$ cat src/rtl/sdn_pkg.sv
package sdn_pkg;

    localparam int MAG_W     = 32;
    localparam int POS_W     = 8;
    localparam int PIX_W     = 8;
    localparam int SIZE_W    = 9;
    localparam int CFG_IDX_W = 2;

    // long division of 255*v by the peak: quotient bits, dividend width
    localparam int QUOT_W = 8;
    localparam int NUM_W  = MAG_W + QUOT_W;
    localparam int CNT_W  = $clog2(QUOT_W);

    localparam logic [PIX_W-1:0] PIX_MAX = 8'd255;

    localparam logic OP_LOAD = 1'b0;
    localparam logic OP_READ = 1'b1;

    localparam logic [CFG_IDX_W-1:0] CFG_FRAME_WIDTH  = 2'd0;
    localparam logic [CFG_IDX_W-1:0] CFG_FRAME_HEIGHT = 2'd1;
    localparam logic [CFG_IDX_W-1:0] CFG_GRID_ENABLE  = 2'd2;

    localparam logic [SIZE_W-1:0] SIZE_RESET = 9'd256;

    typedef enum logic [1:0] {
        ST_IDLE,
        ST_FETCH,
        ST_DIVIDE,
        ST_WRITE
    } state_t;

    typedef struct packed {
        logic                done;
        logic [QUOT_W-1:0]   quotient;
        logic [MAG_W-1:0]    remainder;
    } div_result_t;

endpackage

$ cat src/rtl/sdn_divider.sv
// restoring divider, one quotient bit per cycle, msb first
module sdn_divider
(
    input  logic                       clk,
    input  logic                       rst_n,
    input  logic                       start,
    input  logic [sdn_pkg::NUM_W-1:0]  dividend,
    input  logic [sdn_pkg::MAG_W-1:0]  divisor,
    output sdn_pkg::div_result_t       result
);

    logic                          busy_reg;
    logic                          done_reg;
    logic [sdn_pkg::CNT_W-1:0]     cnt_reg;
    logic [sdn_pkg::NUM_W-1:0]     rem_reg;
    logic [sdn_pkg::NUM_W-1:0]     dsh_reg;
    logic [sdn_pkg::QUOT_W-1:0]    quo_reg;
    logic                          ge;

    assign ge = (rem_reg >= dsh_reg);

    always_ff @(posedge clk or negedge rst_n)
    begin
        if (!rst_n)
        begin
            busy_reg <= 1'b0;
            done_reg <= 1'b0;
            cnt_reg  <= '0;
        end
        else if (start)
        begin
            busy_reg <= 1'b1;
            done_reg <= 1'b0;
            cnt_reg  <= sdn_pkg::CNT_W'(sdn_pkg::QUOT_W - 1);
        end
        else if (busy_reg)
        begin
            if (cnt_reg == '0)
            begin
                busy_reg <= 1'b0;
                done_reg <= 1'b1;
            end
            else
            begin
                cnt_reg <= cnt_reg - 1'b1;
            end
        end
        else
        begin
            done_reg <= 1'b0;
        end
    end

    // datapath, no reset needed
    always_ff @(posedge clk)
    begin
        if (start)
        begin
            rem_reg <= dividend;
            dsh_reg <= {1'b0, divisor, {(sdn_pkg::QUOT_W-1){1'b0}}};
            quo_reg <= '0;
        end
        else if (busy_reg)
        begin
            if (ge)
            begin
                rem_reg <= rem_reg - dsh_reg;
            end
            dsh_reg <= dsh_reg >> 1;
            quo_reg <= {quo_reg[sdn_pkg::QUOT_W-2:0], ge};
        end
    end

    // final remainder is below the divisor
    assign result.done      = done_reg;
    assign result.quotient  = quo_reg;
    assign result.remainder = rem_reg[sdn_pkg::MAG_W-1:0];

endmodule
$ cat config.mk
export PLATFORM = sky130hd
export DESIGN_NAME = sdn_divider
export DESIGN_NICKNAME = d
export VERILOG_FILES = /design/src/rtl/sdn_pkg.sv /design/src/rtl/sdn_divider.sv
export SDC_FILE = /design/constraint.sdc
export NUM_CORES = 1
export LEC_CHECK = 0
export BUFFER_PORTS_ARGS = -buffer_cell sky130_fd_sc_hd__buf_2
export CAP_MARGIN = 20
export CORE_MARGIN = 5
export CORE_UTILIZATION = 50
export DETAILED_ROUTE_END_ITERATION = 10
export GPL_ROUTABILITY_DRIVEN = 0
export PLACE_DENSITY_LB_ADDON = 0.12
export SETUP_SLACK_MARGIN = 0.4
export SKIP_CTS_REPAIR_TIMING = 1
export SKIP_LAST_GASP = 1
export SLEW_MARGIN = 20
export SYNTH_ARGS = -nofsm -noshare
export SYNTH_HDL_FRONTEND = slang
export SYNTH_SLANG_ARGS = --single-unit
$ cat constraint.sdc
create_clock -name clk -period 7.1 [get_ports clk]
set_input_delay 0.355 -clock clk [delete_from_list [all_inputs] [get_ports clk]]
set_output_delay 0.355 -clock clk [all_outputs]
set_load 0.01 [all_outputs]
==> results.md, run 1 <==
- Counting every instance in the synthesized netlist gives about 740.
- The clock slew at the register clock pins of the worst setup and hold paths is about 0.07 ns.
- Counting along the longest clock path gives a buffer depth of 2.
- The worst-case hold slack is around 0.27 ns.
- Of the available clock period, the critical path in the final layout requires a little over half.
- During synthesis, Yosys emitted a total of 0 warnings.
- Walking the worst path, the cells encountered are inv_1, ha_1, inv_1, fa_1, a21oi_1, o21a_1, or3_1, nor4b_1, o31a_1, o211ai_2, a21oi_1, o21bai_4, buf_4.
- Ranked by total cell area, the synthesized netlist is headed by sky130_fd_sc_hd__edfxtp_1 (33%), sky130_fd_sc_hd__ha_1 (7.9%), sky130_fd_sc_hd__nand2_1 (6.0%).
- The slew at the pin with the worst max-slew slack is 0.899 ns.
- In this design, the stage delay of the slowest critical-path cell is 0.48 ns.
- The type of the setup path with the least slack is reg2reg.
- The slowest library cell on the worst path is sky130_fd_sc_hd__o21bai_4.
- The maximum number of pins on one net before global-route repair is about 120.
- The buffer cell driving the clock tree root is sky130_fd_sc_hd__clkbuf_16.
- The completed layout was analyzed and its total power is 3.05 mW.
- The power per unit of standard cell area is ~420 nW/um^2.
- The placeable core region is approximately 13000 um^2.
- The number of input and output port buffers inserted is 115.
- The number of placement rows is just over 40.
- In this run the worst path has a maximum fanout of 26.
- Counting distinct cell types in the post-synthesis netlist gives 60.
- The total number of H-tree levels is 3.
- The vias per cell is 5.60.
- The critical path contains buffers and inverters numbering 3 combined.
- The share of cells above drive strength 1 is a little under a fifth.
- The mean post-synth cell area is about 9 um^2.
- The tool flagged a number of max-cap violations equal to 0.
- The peak supply drop is between 0.15 and 0.2 mV.
- The detail route stage leaves a number of antenna-violating nets equal to 0.
- The cell class contributing the biggest share of worst-path delay is compound AO/OA/AOI/OAI gates.
- The number of placed instances, taps included, is 956.
- The relative max-transition margin is between 40 and 50%.
- The clock skew after layout is 0.00958 ns.
- The overall die height is ~120 um.
- The global-route wire length before repair is roughly 25 mm.
- Setup violations remaining at the end of the flow were counted as 0.
- Setup repair after global routing left no endpoint under its margin.
- The sequential fraction of the synthesis area is around two fifths.
- Global routing finished with a remaining overflow of 0.
- The routed design could run at a clock period as short as ~3.8 ns.
- The type of the tightest min-delay check is in2reg.
- The die boundary width is around 120 um.
- The number of storage elements in the synthesis netlist is 92.
- The number of antenna violations at the first check in global routing is 0.
- The detailed router finished its first iteration with between 300 and 400 violations.
- The combined global-route utilization of all metal layers is a little over a fifth.
- The first-pass detailed-route iteration total is 5.
- In the final routed layout, each cell accounts on average for 16.3 um.
- The area growth from synthesis to layout is 10.9%.
- The floorplan step defined a die boundary enclosing between 15000 and 20000 um^2.
- The total negative slack for setup checks is 0 ns.
- The number of nets produced by synthesis is 856.
- The worst setup path is captured at a flip-flop.
- The synthesized design contains roughly 70 enable-type register cells.
- The post-synthesis async set-or-reset flop share is 5.43%.
- Counting every sink on the clock net gives 92.
- The library cell with the largest summed area after synthesis is sky130_fd_sc_hd__edfxtp_1.
- The netlist area before placement is around 6500 um^2.
- Of the post-synthesis cell area, the dominant cell type holds 33.2%.
- The clock reaches the later pin of the worst-skew pair after ~0.36 ns.
- Excluding fillers, the count of instances in the completed layout stands at 973.
- The timing-limited maximum frequency is between 200 and 300 MHz.
- The routed layout has approximately 5400 vias.
- The utilization of the core after routing is between 50% and 60%.
- Data on the critical path arrives at its endpoint at 3.80 ns.
- The flow ran to the end, and the final reports show no timing, DRC or antenna violations.
- After detailed routing, the number of remaining DRC violations is 0.
- The final-report hold violation count is 0.
- The most used flip-flop cell after synthesis is sky130_fd_sc_hd__edfxtp_1.
- For this configuration, the core starts out at a cell density of 51.2%.
- The analysis attributes to cell leakage a power of 3.22 nW.
- Summed over all layers, the routed wires come to 15.8 mm.
- The final number of max-transition violations is 0.
- By instance count, the leading cell after synthesis is sky130_fd_sc_hd__nand2_1.
- In this run the count of I/O pins placed on the die edge is between 100 and 150.
- The number of flip-flops under the largest register name is 40.
- The required arrival time at the worst endpoint is between 7 and 8 ns.
- TritonCTS created 9 clock buffers.
- 0 antenna diodes ended up in the layout.
- The clock tree from TritonCTS is done.
- In the synthesized netlist, the cells that appear most often are sky130_fd_sc_hd__nand2_1 (105), sky130_fd_sc_hd__edfxtp_1 (72), sky130_fd_sc_hd__inv_1 (56).
- STA classifies the critical path startpoint as a flip-flop.
- In the final design database the tool counted just over 900 nets.
- The HPWL after detailed placement is about 12 mm.
- The number of global-route vias before repair is 5204.
[final timing paths]
kind / cells past startpoint / end / slack [ns] / start
setup / recovery: 13 / rem_reg[35]$_DFFE_PP_ / 3.32 / rem_reg[0]$_DFFE_PP_
hold / removal: 3 / dsh_reg[32]$_DFFE_PP_ / 0.27 / divisor[25]
setup reg to reg: 13 / rem_reg[35]$_DFFE_PP_ / 3.32 / rem_reg[0]$_DFFE_PP_
hold reg to reg: 2 / quo_reg[7]$_SDFFE_PP0P_ / 0.50 / quo_reg[7]$_SDFFE_PP0P_
max in group asynchronous: 2 / busy_reg$_DFF_PN0_ / 6.64 / rst_n
min in group asynchronous: 2 / done_reg$_DFFE_PN0P_ / 0.33 / rst_n
[area by class of cell]
class | count | area, um^2
Clock buffer | 9 | 225
Clock inverter | 7 | 55.1
Fill cell | 1216 | 5490
Inverter | 57 | 214
Multi-Input combinational cell | 517 | 3320
Sequential cell | 92 | 2590
Tap cell | 172 | 215
Timing Repair Buffer | 119 | 614
[worst register-to-register path: cells and delay by family, from the launching register on]
kind,cells,cell delay (ns)
flops,1,0.35
simple gates,2,0.56
compound gates,6,1.55
fa+ha+maj,2,0.40
buf+inv,3,0.57
[through the flow]
stage / area, um^2 / worst slack, ns
after floorplan: 6520 / 2.54
after global placement: 6940 / 3.46
after detailed placement: 6940 / 3.35
after CTS: 7220 / 3.32
after global routing: 7230 / 3.08
final: 7230 / 3.32
[per-layer routing]
metal / track usage, % / vias up / part of all wire [%]
met3: 3.72 / 26 / 5.1
met2: 32.2 / 139 / 45
met5: 0 / - / 0
met4: 7.87 / 0 / 1.9
met1: 29.7 / 2548 / 48
li1: - / 2736 / -
[report_power, final]
group | switching, mW | internal (mW) | leakage (nW) | total [mW]
clock network | 0.235 | 0.244 | 0.145 | 0.479
logic | 1.03 | 0.680 | 2.12 | 1.71
registers | 0.0786 | 0.786 | 0.951 | 0.864
[layout by cell type, fill, tap and decap left out, types with 14 or more instances in the layout]
cell type / instances
sky130_fd_sc_hd__nor2_1: 36
sky130_fd_sc_hd__nor3_1: 15
sky130_fd_sc_hd__nand2_1: 105
sky130_fd_sc_hd__ha_1: 41
sky130_fd_sc_hd__inv_1: 56
sky130_fd_sc_hd__xor2_1: 14
sky130_fd_sc_hd__o21ai_0: 51
sky130_fd_sc_hd__o31ai_1: 37
sky130_fd_sc_hd__dfxtp_1: 15
sky130_fd_sc_hd__buf_2: 114
sky130_fd_sc_hd__edfxtp_1: 72
sky130_fd_sc_hd__a21oi_1: 50
sky130_fd_sc_hd__mux2i_1: 16
sky130_fd_sc_hd__xnor2_1: 17
[kinds of logic after synthesis]
kind of cell / after synthesis / share of synthesized area (%)
AOI/OAI and AO/OA: 212 / 20.6
xor gates and xnor gates: 31 / 4.17
adders and majority gates: 42 / 8.18
buffers and inverters: 130 / 9.56
DFF: 92 / 39.7
muxes: 19 / 2.97
and+or+nand+nor: 213 / 14.8
Power figures use the tool's default switching activity.
==> run 2, diff against run 1 <==
--- a/config.mk
+++ b/config.mk
@@ -5,6 +5,7 @@
 export SDC_FILE = /design/constraint.sdc
 export NUM_CORES = 1
 export LEC_CHECK = 0
+export ABC_AREA = 1
 export BUFFER_PORTS_ARGS = -buffer_cell sky130_fd_sc_hd__buf_2
 export CAP_MARGIN = 20
 export CORE_MARGIN = 5
==> constraint.sdc (replaced) <==
create_clock -name clk -period 3.1 [get_ports clk]
set_input_delay 0.155 -clock clk [delete_from_list [all_inputs] [get_ports clk]]
set_output_delay 0.155 -clock clk [all_outputs]
set_load 0.01 [all_outputs]
==> run 2 against run 1 <==
  * Sequential share of layout area fell by 2.9 points
  * Sequential power rose by 130%
  * Critical path depth rose by 2
  * First-iteration DRC count rose by 9.3%
  * Register-to-register slack got worse by 2.7 ns
  * Global-route usage rose by 0.31 points
  * Via count rose by 16%
  * Design area rose by 8.8%
  * Total power rose to 2.5 times the previous value
  * Critical path type unchanged
  * Largest cell class unchanged
==> results.md, run 2 <==
- The clock skew after layout is 0.00886 ns (-0.000718 ns).
- The global-route wire length before repair came to 28.5 mm (+13%).
- Leaving out fill and tap cells, the most frequent cell in the layout is sky130_fd_sc_hd__nand2_1.
- The reported max-cap violation count came to 0 (unchanged).
- The starting density of the core is 50.8% (-0.44 points).
- The vias per cell is 4.90 (-12%).
- The area of all placed cells without fillers is 7860 um^2 (+8.8%).
- The final number of max-transition violations was 0 (unchanged).
- The HPWL after detailed placement is 13.7 mm (+14%).
- The number of different library cells in the post-synthesis netlist is 34 (-43%).
- The number of placement rows is 43 (+4.9%).
- The worst reg2reg path startpoint is rem_reg[0]$_DFFE_PP_.
- The slew at the pin with the worst max-slew slack is 0.682 ns (-0.217 ns).
- The required arrival time at the worst endpoint was 3.19 ns (-3.93 ns).
- STA classifies the critical path endpoint as a flip-flop.
- The timing-limited maximum frequency is 399 MHz (+51%).
- The later-pin clock latency in the skew report was 0.36 ns (about the same).
- The number of DRC markers in iteration 0 is 423 (+9.3%).
- The synthesis warning total came to 0 (unchanged).
- The netlist area before placement was 7020 um^2 (+7.8%).
- The cell depth of the worst hold path is 3 (unchanged).
- Counting instances in the post-synthesis netlist gives the leading cell types as sky130_fd_sc_hd__nand2_1 (360), sky130_fd_sc_hd__inv_1 (170), sky130_fd_sc_hd__nor2_1 (74).
- The number of flip-flops under the largest register name is 40 (unchanged).
- The tree is rooted in a sky130_fd_sc_hd__clkbuf_16.
- The post-synthesis async set-or-reset flop share is 5.43% (unchanged).
- The biggest area contributor in the post-synthesis netlist is sky130_fd_sc_hd__edfxtp_1.
- The overall via count from detail_route came to 6307 (+16%).
- The most used flip-flop cell after synthesis is sky130_fd_sc_hd__edfxtp_1.
- Leaving out fill and tap cells, the most frequent cells in the layout are sky130_fd_sc_hd__nand2_1 (359), sky130_fd_sc_hd__inv_1 (170), sky130_fd_sc_hd__buf_2 (115).
- The final period demand of the worst path was 2.51 ns (-1.28 ns).
- The number of antenna violations at the first check in global routing came to 0 (unchanged).
- The highest fanout seen on the critical path was 26 (unchanged).
- The clock net sink count came to 92 (unchanged).
- The type of the tightest min-delay check is in2reg.
- The number of nets produced by synthesis was 1136 (+33%).
- The area enclosed by the die boundary is 16500 um^2 (+7.1%).
- The synthesized instance count is 1019 (+38%).
- The critical path data arrival time is 2.59 ns (-1.21 ns).
- The final-report hold violation count is 0 (unchanged).
- The first-pass detailed-route iteration total was 5 (unchanged).
- The relative max-transition margin is 54.5% (+14 points).
- The total negative slack for setup checks was 0 ns (unchanged).
- The number of input and output port buffers inserted was 115 (unchanged).
- The peak supply drop is 0.316 mV (+85%).
- Setup repair after global routing left no endpoint under its margin.
- The critical register-to-register path endpoint is rem_reg[32]$_DFFE_PP_.
- The number of global-route vias before repair is 6026 (+16%).
- The maximum number of pins on one net before global-route repair was 53 (-57%).
- The run finished with clean final reports.
- The total number of nets in the final design is 1219 (+34%).
- The post-route worst setup slack was 0.594 ns (-2.72 ns).
- TritonCTS built the clock tree.
- The fraction of post-synthesis cell area in the top cell type by area is 30.8% (-2.4 points).
- The combined global-route utilization of all metal layers is 21.3% (+0.31 points).
- The number of cells on the worst reg-to-reg path is 15 (+2).
- The clock slew at the register clock pins of the worst setup and hold paths came to 0.07 ns (about the same).
- The mean post-synth cell area came to 6.89 um^2 (-22%).
- The count of endpoints failing setup in the final report came to 0 (unchanged).
- Sorting the synthesized cells by area gives the leading types as sky130_fd_sc_hd__edfxtp_1 (31%), sky130_fd_sc_hd__nand2_1 (19%), sky130_fd_sc_hd__inv_1 (9.1%).
- The overall die height is 129 um (+3.5%).
- The delay of the slowest critical-path stage is 0.42 ns (-0.06 ns).
- The number of nets still failing antenna checks after routing came to 0 (unchanged).
- The number of flops mapped to enable cells by yosys came to 72 (unchanged).
- The worst-case setup slack after placement came to 0.564 ns (-2.79 ns).
- The sequential fraction of the synthesis area came to 36.8% (-2.9 points).
- The routed wire length is 17.3 mm (+9.5%).
- The number of storage elements in the synthesis netlist was 92 (unchanged).
- The detail-routed net length per standard cell is 13.4 um (-17%).
- The power per unit of standard cell area is 972 nW/um^2 (+130%).
- The setup slack of the worst register-to-register path is 0.59 ns (-2.72 ns).
- The global route total overflow came to 0 (unchanged).
- The area growth from synthesis to layout is 12.0%.
- The cell type with the highest occurrence count on the critical path is sky130_fd_sc_hd__nand2_1.
- The total clock buffers created by CTS is 9 (unchanged).
- The sink of the worst hold path is dsh_reg[38]$_DFFE_PP_.
- The start point of the worst min-delay path is divisor[31].
- The slowest stage of the critical path is the sky130_fd_sc_hd__fa_1 cell.
- The share of cells above drive strength 1 is 16.1% (-2.3 points).
- The critical path is of the reg2reg type.
- The most repeated cell in the gate-level netlist after synthesis is sky130_fd_sc_hd__nand2_1.
- The area after detailed placement came to 7560 um^2 (+8.9%).
- The critical path goes through inv_1, ha_1, inv_1, fa_1, nand3_1, nand3_2, nand2_1, nand3_2, nand2_1, nand3_1, nand3_1, nand2_1, nand2_1, nand2_2, buf_6.
- The part of the cycle the worst path needs was 80.8% (+28 points).
- The count of inserted antenna diode cells is 0 (unchanged).
- The utilization of the core after routing came to 56.9% (about the same).
- The count of unresolved DRC violations after routing is 0 (unchanged).
- The top-level I/O count is 116 (unchanged).
- The reported leakage power is 4.17 nW (+30%).
- The placeable core region is 13800 um^2 (+8.7%).
- The deepest clock path buffer count is 2 (unchanged).
- The die boundary width was 129 um (+3.5%).
- The kind of start point of the critical path is a flip-flop.
- The total number of H-tree levels is 3 (unchanged).
## run 2: per-stage QoR
stage	instances	hold slack (ns)	power, mW
after global placement	1270	-0.0242	6.50
after floorplan	1019	-0.141	5.59
after global routing	1287	0.0717	8.36
after CTS	1286	-0.405	7.65
final	1287	0.0598	7.64
after detailed placement	1270	-0.0224	6.53
## run 2: how the worst max path moves through the flow
stage	startpoint	end	cells after the start
after detailed placement	rem_reg[0]$_DFFE_PP_	rem_reg[28]$_DFFE_PP_	15
after floorplan	rem_reg[0]$_DFFE_PP_	rem_reg[0]$_DFFE_PP_	14
after global placement	rem_reg[0]$_DFFE_PP_	rem_reg[13]$_DFFE_PP_	15
final	rem_reg[0]$_DFFE_PP_	rem_reg[32]$_DFFE_PP_	15
after global routing	rem_reg[0]$_DFFE_PP_	rem_reg[32]$_DFFE_PP_	15
after CTS	rem_reg[0]$_DFFE_PP_	rem_reg[32]$_DFFE_PP_	15
## run 2: cells by family (layout without fill, tap and decap cells)
family | count (synthesis) | in the layout | share of synthesized area [%]
simple gates | 530 | 530 | 31.3
flops | 92 | 92 | 36.8
fa+ha+maj | 42 | 42 | 7.59
buf+inv | 227 | 315 | 13.9
compound gates | 115 | 115 | 8.75
xor+xnor | 13 | 13 | 1.62
## run 2: worst max-delay path, delay by kind of cell (launching register included)
| family | cells | cell delay [ns] |
|---|---|---|
| and+or+nand+nor | 10 | 0.91 |
| DFF | 1 | 0.40 |
| buffers and inverters | 3 | 0.37 |
| adders and majority gates | 2 | 0.55 |
## run 2: where the power goes
part           switching, mW  internal (mW)  leakage, nW
logic                   2.98           1.63         3.07
clock network          0.487          0.597        0.149
registers              0.159           1.80        0.950
total                   3.62           4.02         4.17
## run 2: per-layer routing
layer / GRT usage [%] / vias to the layer above / part of all wire [%]
li1: - / 3328 / -
met1: 30.4 / 2777 / 49
met2: 33.1 / 182 / 42
met3: 4.69 / 20 / 7.2
met4: 5.31 / 0 / 1.5
met5: 0 / - / 0
## run 2: final cells by class
cell class | instances | area, um^2
Fill cell | 1372 | 5960
Multi-Input combinational cell | 700 | 3460
Sequential cell | 92 | 2590
Inverter | 177 | 664
Timing Repair Buffer | 122 | 634
Clock buffer | 10 | 250
Tap cell | 180 | 225
Clock inverter | 6 | 42.5
